[src/design/fspd_pkg.sv]
// Shared types, constants and lane setup for the force sensor frame pair decoder.
package fspd_pkg;

  localparam int LANES       = 8;   // one lane per payload byte position
  localparam int HDR_BYTES   = 4;   // header bytes checked in the first frame
  localparam int SUM_BYTES2  = 6;   // second-frame bytes that enter the checksum
  localparam logic [3:0] FRAME_LEN = 4'd8;

  // header AA 07 08 0A, byte 0 at index 0
  localparam logic [HDR_BYTES-1:0][7:0] HDR = {8'h0A, 8'h08, 8'h07, 8'hAA};

  typedef enum logic [2:0] {
    RES_OK        = 3'd0,
    RES_BAD_LEN   = 3'd1,
    RES_COMPLETE  = 3'd2,
    RES_BAD_HDR   = 3'd3,
    RES_BAD_SUM   = 3'd4
  } fspd_code_t;

  typedef struct packed {
    logic       func;
    logic [3:0] frame_length;
    logic [7:0] frame_byte0;
    logic [7:0] frame_byte1;
    logic [7:0] frame_byte2;
    logic [7:0] frame_byte3;
    logic [7:0] frame_byte4;
    logic [7:0] frame_byte5;
    logic [7:0] frame_byte6;
    logic [7:0] frame_byte7;
  } fspd_frame_t;

  typedef struct packed {
    fspd_code_t         result_code;
    logic               packet_ready;
    logic [15:0]        sample_count;
    logic [2:0]         sensor_index;
    logic               several_sensors;
    logic [5:0]         overload_bits;
    logic [2:0]         sensor_fault;
    logic [2:0]         acquisition_fault;
    logic signed [15:0] force_x;
    logic signed [15:0] force_y;
    logic signed [15:0] force_z;
  } fspd_result_t;

  // per-lane setup, fixed by byte position
  typedef struct packed {
    logic       add_frame;
    logic       check_hdr;
    logic [7:0] hdr_byte;
  } fspd_lane_cfg_t;

  // what one lane reports to the merge stage
  typedef struct packed {
    logic [8:0] pair_sum;
    logic       hdr_ok;
  } fspd_lane_t;

  // state updates decided by the merge stage
  typedef struct packed {
    logic restart;
    logic store_first;
    logic set_complete;
  } fspd_ctrl_t;

  function automatic fspd_lane_cfg_t lane_cfg(input int idx);
    fspd_lane_cfg_t c;
    c.add_frame = (idx < SUM_BYTES2);
    c.check_hdr = (idx < HDR_BYTES);
    c.hdr_byte  = HDR[idx[1:0]];
    return c;
  endfunction

endpackage

[src/design/fspd_lane.sv]
// One byte lane: partial checksum of a stored/new byte pair and header compare.
module fspd_lane
  import fspd_pkg::*;
(
  input  fspd_lane_cfg_t cfg,
  input  logic [7:0]     stored_byte,
  input  logic [7:0]     frame_byte,
  output fspd_lane_t     lane
);

  assign lane.pair_sum = {1'b0, stored_byte} + (cfg.add_frame ? {1'b0, frame_byte} : 9'd0);
  assign lane.hdr_ok   = !cfg.check_hdr || (frame_byte == cfg.hdr_byte);

endmodule

[src/design/fspd_merge.sv]
// Merge stage: folds lane sums, checks the packet and unpacks the fields.
module fspd_merge
  import fspd_pkg::*;
(
  input  fspd_frame_t                 frame,
  input  fspd_lane_t [LANES-1:0]      lanes,
  input  logic [LANES-1:0][7:0]       stored,
  input  logic                        first_half_seen,
  input  logic                        packet_complete,
  output fspd_result_t                result,
  output fspd_ctrl_t                  ctrl
);

  logic [15:0] sum;
  logic [15:0] given;
  logic [15:0] status;
  logic        hdr_ok;

  always_comb begin
    sum    = '0;
    hdr_ok = 1'b1;
    for (int i = 0; i < LANES; i++) begin
      sum    = sum + {7'd0, lanes[i].pair_sum};
      hdr_ok = hdr_ok & lanes[i].hdr_ok;
    end
  end

  assign given  = {frame.frame_byte6, frame.frame_byte7};
  assign status = {stored[6], stored[7]};

  always_comb begin
    result      = '0;
    ctrl        = '0;
    result.result_code = RES_OK;
    if (frame.func) begin
      ctrl.restart = 1'b1;
    end else if (frame.frame_length != FRAME_LEN) begin
      result.result_code = RES_BAD_LEN;
    end else if (packet_complete) begin
      result.result_code = RES_COMPLETE;
    end else if (!first_half_seen) begin
      if (!hdr_ok) begin
        result.result_code = RES_BAD_HDR;
      end else begin
        ctrl.store_first = 1'b1;
      end
    end else begin
      ctrl.set_complete = 1'b1;
      if (sum != given) begin
        result.result_code = RES_BAD_SUM;
      end else begin
        result.packet_ready      = 1'b1;
        result.sample_count      = {stored[4], stored[5]};
        result.sensor_index      = status[2:0];
        result.several_sensors   = status[3];
        result.overload_bits     = status[9:4];
        result.sensor_fault      = status[12:10];
        result.acquisition_fault = status[15:13];
        result.force_x           = {frame.frame_byte0, frame.frame_byte1};
        result.force_y           = {frame.frame_byte2, frame.frame_byte3};
        result.force_z           = {frame.frame_byte4, frame.frame_byte5};
      end
    end
  end

endmodule

[src/design/force_sensor_frame_pair_decoder_top.sv]
// Frame pair decoder for a 6-axis force sensor (two 8-byte bus frames per packet).
// Takes one frame or restart beat per clock and returns exactly one result beat for
// each, in the cycle after acceptance, from an output register. All eight byte lanes
// and the checksum fold are combinational, so throughput is one beat per cycle;
// frame input stalls only while a finished result is held by result_stall. The
// first-frame store is loaded from an accepted header frame and read only after.
module force_sensor_frame_pair_decoder_top
  import fspd_pkg::*;
(
  input  logic         clk,
  input  logic         rst,
  input  logic         frame_valid,
  output logic         frame_stall,
  input  fspd_frame_t  frame,
  output logic         result_valid,
  input  logic         result_stall,
  output fspd_result_t result
);

  logic                  first_half_seen;
  logic                  packet_complete;
  logic [LANES-1:0][7:0] stored;
  logic [LANES-1:0][7:0] frame_bytes;
  fspd_lane_t [LANES-1:0] lanes;
  fspd_result_t          result_next;
  fspd_ctrl_t            ctrl;
  logic                  accept;

  assign frame_stall = result_valid && result_stall;
  assign accept      = frame_valid && !frame_stall;

  assign frame_bytes = {frame.frame_byte7, frame.frame_byte6, frame.frame_byte5,
                        frame.frame_byte4, frame.frame_byte3, frame.frame_byte2,
                        frame.frame_byte1, frame.frame_byte0};

  for (genvar g = 0; g < LANES; g++) begin : g_lane
    fspd_lane u_lane (
      .cfg         (lane_cfg(g)),
      .stored_byte (stored[g]),
      .frame_byte  (frame_bytes[g]),
      .lane        (lanes[g])
    );
  end

  fspd_merge u_merge (
    .frame           (frame),
    .lanes           (lanes),
    .stored          (stored),
    .first_half_seen (first_half_seen),
    .packet_complete (packet_complete),
    .result          (result_next),
    .ctrl            (ctrl)
  );

  always_ff @(posedge clk) begin
    if (rst) begin
      first_half_seen <= 1'b0;
      packet_complete <= 1'b0;
      result_valid    <= 1'b0;
    end else begin
      if (accept) begin
        result_valid <= 1'b1;
        if (ctrl.restart) begin
          first_half_seen <= 1'b0;
          packet_complete <= 1'b0;
        end
        if (ctrl.store_first) begin
          first_half_seen <= 1'b1;
        end
        if (ctrl.set_complete) begin
          packet_complete <= 1'b1;
        end
      end else if (!result_stall) begin
        result_valid <= 1'b0;
      end
    end
  end

  always_ff @(posedge clk) begin
    if (accept) begin
      result <= result_next;
      if (ctrl.store_first) begin
        stored <= frame_bytes;
      end
    end
  end

`ifndef SYNTH
  a_complete_needs_first: assert property (@(posedge clk) disable iff (rst)
    packet_complete |-> first_half_seen)
    else $error("packet complete without a stored first half");

  a_ready_is_ok: assert property (@(posedge clk) disable iff (rst)
    result_valid && result.packet_ready |-> result.result_code == RES_OK)
    else $error("packet ready with a failure code");

  a_fields_zero: assert property (@(posedge clk) disable iff (rst)
    result_valid && !result.packet_ready |->
      result.sample_count == 16'd0 && result.force_x == 16'sd0)
    else $error("fields set without a ready packet");

  a_restart_clears: assert property (@(posedge clk) disable iff (rst)
    accept && frame.func |=> !first_half_seen && !packet_complete)
    else $error("restart left assembly flags set");
`endif

endmodule
[config.mk]
export PLATFORM = sky130hd
export DESIGN_NAME = force_sensor_frame_pair_decoder_top
export DESIGN_NICKNAME = d
export VERILOG_FILES = /design/src/design/fspd_pkg.sv /design/src/design/fspd_lane.sv /design/src/design/fspd_merge.sv /design/src/design/force_sensor_frame_pair_decoder_top.sv
export SDC_FILE = /design/constraint.sdc
export NUM_CORES = 1
export LEC_CHECK = 0
export BUFFER_PORTS_ARGS = -buffer_cell sky130_fd_sc_hd__clkbuf_2
export CAP_MARGIN = 30
export CELL_PAD_IN_SITES_DETAIL_PLACEMENT = 1
export CELL_PAD_IN_SITES_GLOBAL_PLACEMENT = 1
export CORE_UTILIZATION = 50
export CTS_CLUSTER_DIAMETER = 40
export DETAILED_ROUTE_END_ITERATION = 12
export PLACE_DENSITY = 0.89
export SETUP_SLACK_MARGIN = 0.4
export SYNTH_ARGS = -nofsm -noshare
export SYNTH_HDL_FRONTEND = slang
export SYNTH_HIERARCHICAL = 1
export SYNTH_SLANG_ARGS = --single-unit
[constraint.sdc]
create_clock -name clk -period 10.2 [get_ports clk]
set_clock_uncertainty 0.1 [all_clocks]
set_input_delay 0.51 -clock clk [delete_from_list [all_inputs] [get_ports clk]]
set_output_delay 0.51 -clock clk [all_outputs]
set_load 0.05 [all_outputs]
### Word-level counts from Yosys, hierarchy flattened

Cells that the tools add are included.

* bits in registers: 151
* input bits: 73
* output and inout bits: 86

* add/sub/neg operators: 13
* eq/ne operators: 7
* muxes and demuxes: 18
* bitwise gates (word level): 4
* reduce and logical (&&, ||, !) cells: 12

Operators with widths (count)
* two-way mux 81 bit: 1
* adder 16 x 9 -> 16 bit: 4
* adder 8 x 8 -> 9 bit: 6
* adder 16 x 8 -> 16 bit: 2
* == test 8 x 4 -> 1 bit (second input constant): 2
* inequality test 16 bit: 1
* adder 9 x 9 -> 10 bit: 1
* two-way mux 1 bit: 10
* two-way mux 2 bit: 5
* == test 8 x 3 -> 1 bit (second input constant): 1
* == test 8 bit (second input constant): 1
* two-way mux 3 bit: 2
* AND reduction 2 bit: 3
* OR reduction 5 bit: 1
* inequality test 4 bit (second input constant): 1
* nonzero test 2 bit: 2
* OR reduction 4 bit: 1
* bitwise AND 1 bit: 3
* OR reduction 3 bit: 1
* logical AND 1 bit: 2
* inequality test 2 x 1 -> 1 bit (second input constant): 1
* OR reduction 2 bit: 1
* logical NOT 1 bit: 1
* inverter 1 bit: 1

### Longest topological paths before layout

Gate-level depths: netlist of the first run.

* depth after elaboration: 13
* gate-level depth with buffers: 22

### By module

Netlist of the first run, hierarchy kept.

By module, submodules not included
* force_sensor_frame_pair_decoder_top: times used 1, cells an instance 165, area each 4596.9 um^2, seq. area each 4504.3 um^2
* fspd_lane: times used 8, cells an instance 61, area each 461.7 um^2, seq. area each 0.0 um^2
* fspd_merge: times used 1, cells an instance 391, area each 3131.8 um^2, seq. area each 0.0 um^2

### Worst setup path after synthesis of the first run

OpenSTA, ideal clock, no wires.

* path type: in2reg
* start: input port frame[32] in the netlist's numbering
* end: register result[41] in the netlist's numbering (data pin)
* setup time: 0.268 ns
* arrival: 5.506 ns
* slack: 4.326 ns
* cell stages on the path: 21
* path buffers: 1
* cells stage by stage: and2_1 ha_1 fa_1 a21oi_1 nor2_1 nor2_1 o21ai_0 fa_1 inv_1 fa_1 fa_1 fa_1 inv_1 ha_1 a21o_1 a21o_1 a21o_1 o21a_1 o32ai_4 clkbuf_1 nor3_1

RTL lines
* start, declared: line force_sensor_frame_pair_decoder_top.sv:14 `input fspd_frame_t frame,`
* end signal, assigned: line force_sensor_frame_pair_decoder_top.sv:81 `result <= result_next;`
* end, declared: line force_sensor_frame_pair_decoder_top.sv:17 `output fspd_result_t result`

==> metrics.txt, run 1 <==
PD cells 248 mW/mm^2; Starting Density 0.517; Placer Congestion a little under 0.9; Syn. warnings 6; final hold vios 0; fill count 2,502; max-capacitance violation count 0; Post-Syn Instances 1,044; First DRT Iteration DRCs 460; core area 0.0221 mm^2; max-slew violation count 0; CTS sink cnt 151; P_leak 5.67 nW; largest cells by area after synthesis edfxtp_1 39%, fa_1 11%, ha_1 8.3%, xnor2_1 6.7%, nor3_2 5.3%; Setup TNS 0 ps; CTS H-tree lvls 4; worst slew pin tran between 900 and 1000 ps; Most common cell on crit path fa_1; RSZ-0062 raised after global routing no; antenna violations before repair 0; Core Util, Final 0.615; Tmin final 7140 ps; Worst-Skew Late Latency ~440 ps; first-pass GRT wire length around 53,000 um; die area between 0.02 and 0.025 mm^2; vias in the first global route 9,899; ant diodes 0; gr usage total 0.294; largest area contributor in the netlist edfxtp_1; CP Launch Type register; antenna-violating nets left 0; Mapped Area 0.0114 mm^2; post-synth top area share 0.389; commonest register cell after synthesis edfxtp_1; # DRC 0; CP bufs+invs 3; overall die height roughly 150 um; hpwl dp 23,800 um; CP top delay family adder cells; Pre-Repair DR Iteration Count 5; Hold Crit Class primary input to register; maximum VDD drop roughly 440 uV; DR WL/cell around 20 um; Worst path slowest cell buf_4; vias per cell 5.48; Crit Path Category register to register; Setup crit end kind register; die width 153 um; row cnt 54; Num CTS Buffers 17; clock-pin slew on the worst setup and hold paths 70 ps; Post-Synthesis Mean Instance Area 10.9 um^2; clk buf depth 2; largest net degree at the start of global routing between 60 and 70; CTS Hold Bufs 0; cell breakdown of the critical path ha_1 -> fa_1 -> a21oi_1 -> nor2_1 -> nor2_1 -> o21ai_0 -> fa_1 -> inv_1 -> fa_1 -> fa_1 -> fa_1 -> inv_1 -> ha_1 -> xnor2_1 -> o21ai_0 -> and2_1 -> mux2i_1 -> or3_4 -> buf_4 -> nor3_2; register area share after synthesis 0.394; area delta synth->final 18.9%; Worst EP required 10,260 ps; period utilisation layout 0.700; Routed WL 33,400 um; CTS root buffer clkbuf_16; total number of vias approximately 9,000; Worst slew margin 0.351; share of flip-flops with an asynchronous set or reset 0; layout cells sized above 1 0.200; GR Overflow Total 0; CTS resizes 0; # IOs 159; status finished, final reports clean; CTS tree yes; Final #Nets roughly 1,500; CP max stage delay 680 ps; Final setup violation count 0; critical path fanouts, max 48; # Post-CTS Setup Buffers 0; Arr. time, crit path 7200 ps; Seq cells post-synth 151; synth unique cells 45; number of port buffers about 160; fmax 140 MHz; WHS 169 ps; EDFF count, synth 148
-- synth_stat cells (9+ instances only) --
cell and number:
edfxtp_1 148, and2_1 65, a21o_1 22, nand4_1 20, nand2_1 111, nand3_1 17, nor3_1 38, nor2b_1 17
nor2_1 20, a21oi_1 48, mux2i_1 9, nor3_2 61, inv_2 9, fa_1 61, ha_1 76, a311o_1 16
xor2_1 22, inv_1 91, xnor2_1 88, clkbuf_1 10, o21ai_0 19, nor4_1 10
-- where the power goes --
| group | switching (mW) | internal [mW] |
|---|---|---|
| logic | 1.29 | 0.706 |
| registers | 0.00514 | 0.696 |
| clock network | 0.301 | 0.372 |
| total | 1.60 | 1.77 |
-- cells in the final DEF (no fill, tap or decap), types with 38 or more instances in the layout --
cell | Yosys | routed
inv_1 | 91 | 91
ha_1 | 76 | 76
a21oi_1 | 48 | 48
conb_1 | 2 | 136
nand2_1 | 111 | 111
nor3_2 | 61 | 61
xnor2_1 | 88 | 88
clkbuf_2 | 0 | 158
edfxtp_1 | 148 | 148
fa_1 | 61 | 61
and2_1 | 65 | 65
nor3_1 | 38 | 38
-- routing by layer --
| layer | vias to the layer above | global-route usage | share of wire |
|---|---|---|---|
| li1 | 4127 | - | - |
| met2 | 252 | 0.541 | 0.53 |
| met5 | - | 0 | 0 |
| met4 | 0 | 0.0928 | 0.021 |
| met3 | 56 | 0.0451 | 0.040 |
| met1 | 4482 | 0.352 | 0.41 |
-- layout make-up --
type                       count  area (um^2)  share of cell area
clock buffer                  18          429              0.0316
clock inverter                14          179              0.0132
inverter                     100          375              0.0276
multi-input combinational    901         6880               0.506
sequential                   151         4500               0.332
tap                          280          350              0.0258
timing repair buffer         164          868              0.0639
-- stage by stage --
step	total power [mW]	worst slack, ps	cells	instance area [um^2]
after floorplan	2.12	4330	1178	11900
final	3.37	3060	1628	13600
after CTS	3.27	3100	1627	13600
after global placement	2.47	2990	1595	12900
after global routing	3.57	2800	1628	13600
after detailed placement	2.55	2930	1595	12900
-- sequential cells by signal (all words and copies together) (netlist names) --
register and cells:
result_valid 1, stored 64, first_half_seen 1, packet_complete 1, result 84
-- kinds of logic (layout without fill, tap and decap cells) --
family / after synthesis / in the layout / synth area share
xor+xnor: 110 / 110 / 0.0843
buf+inv: 126 / 296 / 0.0480
fa+ha+maj: 137 / 137 / 0.190
mux: 9 / 9 / 0.00789
flops: 151 / 151 / 0.394
other cells: 2 / 136 / 0.000657
simple gates: 367 / 367 / 0.187
compound gates: 142 / 142 / 0.0876
-- final timing paths --
path	to	startpoint	slack [ps]	cells after the start
worst min register to register	packet_complete	packet_complete	480	3
worst max register to register	result[17]	stored[40]	3060	20
worst max-delay path	result[17]	stored[40]	3060	20
worst min-delay path	result_valid	rst	170	2
No activity file was read; power rests on OpenSTA's default activity.
==> run 2: changes to the inputs <==
--- a/config.mk
+++ b/config.mk
@@ -9,10 +9,10 @@
 export CAP_MARGIN = 30
 export CELL_PAD_IN_SITES_DETAIL_PLACEMENT = 1
 export CELL_PAD_IN_SITES_GLOBAL_PLACEMENT = 1
-export CORE_UTILIZATION = 50
+export CORE_UTILIZATION = 47
 export CTS_CLUSTER_DIAMETER = 40
 export DETAILED_ROUTE_END_ITERATION = 12
-export PLACE_DENSITY = 0.89
+export PLACE_DENSITY = 0.84
 export SETUP_SLACK_MARGIN = 0.4
 export SYNTH_ARGS = -nofsm -noshare
 export SYNTH_HDL_FRONTEND = slang
==> constraint.sdc (replaced) <==
create_clock -name clk -period 6.9 [get_ports clk]
set_clock_uncertainty 0.1 [all_clocks]
set_input_delay 0.345 -clock clk [delete_from_list [all_inputs] [get_ports clk]]
set_output_delay 0.345 -clock clk [all_outputs]
set_load 0.05 [all_outputs]
==> run 2 against run 1 <==
- clock power increased by 46%
- first-iteration DRC count is 13% higher
- routed wire length is 1.7% lower
- combinational power increased by 60%
- cell area rose by 1.1%
- sequential power increased by 47%
- non-clock buffer count up 5
- clock-buffer cell count down 1
- critical endpoint is now result[18]
- largest cell class unchanged
- largest power group unchanged
==> metrics.txt, run 2 (synthesis results as in run 1) <==
status finished, final reports clean; clock-pin slew on the worst setup and hold paths approximately 70 ps; worst r2r path cells 20; reg2reg start stored[40]; max-capacitance violation count 0; reg2reg end result[18]; first-pass GRT wire length 51,000 um; # DRC 0; Worst-Skew Late Latency roughly 450 ps; First DRT Iteration DRCs 519; CTS tree yes; hpwl dp 23,000 um; maximum VDD drop 577 uV; fmax approximately 160 MHz; CTS H-tree lvls 4; period utilisation layout 0.928; Routed WL approximately 33,000 um; overall die height 158 um; Tmin final 6400 ps; CP startpoint stored[40]; Setup crit end kind register; Worst slew margin 0.351; die width ~160 um; Placer Congestion 0.876; core area 0.0237 mm^2; largest register by flop count result; CTS sink cnt approximately 150; vias in the first global route 9,669; Hold Crit Class primary input to register; number of port buffers 158; Final #Nets 1,551; row cnt 56; Num CTS Buffers 17; most frequent cells in the layout 158 x clkbuf_2, 148 x edfxtp_1, 136 x conb_1; Arr. time, crit path about 6600 ps; gr usage total 0.272; largest net degree at the start of global routing 74; multi-input logic area approximately 0.0069 mm^2; critical path fanouts, max 8; # IOs 159; Area after DPL approximately 0.013 mm^2; final hold vios 0; Setup TNS 0 ps; Starting Density 0.482; worst slew pin tran 973 ps; antenna violations before repair 1; clk buf depth 2; CP Launch Type register; Final Cell Area 0.0137 mm^2; PD cells 379 mW/mm^2; commonest non-fill, non-tap cell in the layout clkbuf_2; Largest register FFs 84; GR Overflow Total 0; die area ~0.025 mm^2; Worst EP required ~7100 ps; CTS root buffer clkbuf_16; Worst Setup EP result[18]; antenna-violating nets left 0; total number of vias 8,987; vias per cell 5.37; Crit Path Category register to register; P_leak between 5 and 6 nW; max-slew violation count 0; Final setup violation count 0; Pre-Repair DR Iteration Count 10; RSZ-0062 raised after global routing no; Sequential Area 0.00450 mm^2; layout cells sized above 1 0.208; fill count 2,707; R2R setup slack 500 ps; area delta synth->final 20.2%; Largest regs result x84, stored x64; DR WL/cell 19.6 um
## run 2: layer usage
metal	GRT usage	up-vias	wire, um
met3	0.0517	76	1520
li1	-	4135	-
met5	0	-	0
met4	0.108	0	943
met1	0.327	4493	13600
met2	0.479	283	16800
## run 2: area by class of cell
class	count	share of cell area
repair buffers	169	0.0674
well taps	319	0.0291
inverters	100	0.0273
diodes	1	0.000182
clock buffers	17	0.0310
flip-flops and latches	151	0.328
multi-input cells	902	0.505
clock inverters	15	0.0120
## run 2: power by group
part	leakage (nW)	internal, mW	switching (mW)
registers	1.44	1.03	0.00673
clock network	0.286	0.543	0.439
logic	3.97	1.05	2.14
## run 2: worst min-delay path by stage
| stage | to | cells past startpoint | slack, ps | from |
|---|---|---|---|---|
| 6_report | result_valid | 3 | 40 | frame_valid |
| 5_1_grt | stored[9] | 1 | 30 | frame[49] |
| 4_1_cts | stored[11] | 1 | 20 | frame[51] |
| 3_5_place_dp | packet_complete | 3 | 460 | packet_complete |
| 3_3_place_gp | packet_complete | 3 | 440 | packet_complete |
| 2_1_floorplan | result_valid | 1 | 320 | rst |
## run 2: per-stage QoR
| stage | power (mW) | hold slack [ps] | worst slack, ps | instances | util |
|---|---|---|---|---|---|
| detailed placement | 3.80 | 464 | 361 | 1637 | 0.551 |
| finish | 5.21 | 35.9 | 499 | 1674 | 0.580 |
| floorplan | 3.14 | 317 | 1190 | 1178 | - |
| global route | 5.42 | 30.7 | 386 | 1674 | 0.580 |
| CTS | 4.95 | 16.4 | 434 | 1671 | 0.577 |
| global placement | 3.67 | 441 | 636 | 1637 | 0.551 |
## run 2: critical path, stage by stage (launching register included)
cell,delay [ps]
edfxtp_1,410
ha_1,260
fa_1,420
a21oi_1,250
o21bai_1,120
xor2_1,170
fa_1,500
inv_1,70
fa_1,570
fa_1,460
fa_1,500
inv_1,50
ha_1,360
a21o_1,250
a21oi_1,280
xnor2_1,160
nand3_1,260
or3_4,520
buf_12,170
buf_4,170
nor3_2,180
## run 2: timing repair
action                                  4_1_cts  5_1_grt
gates cloned                                  1        0
buffers inserted                              0        2
pin swaps                                     1        1
endpoints found under the setup margin       34       81
endpoints found under the hold margin         1        0
hold buffers                                  1        0
resized for setup                             1       10
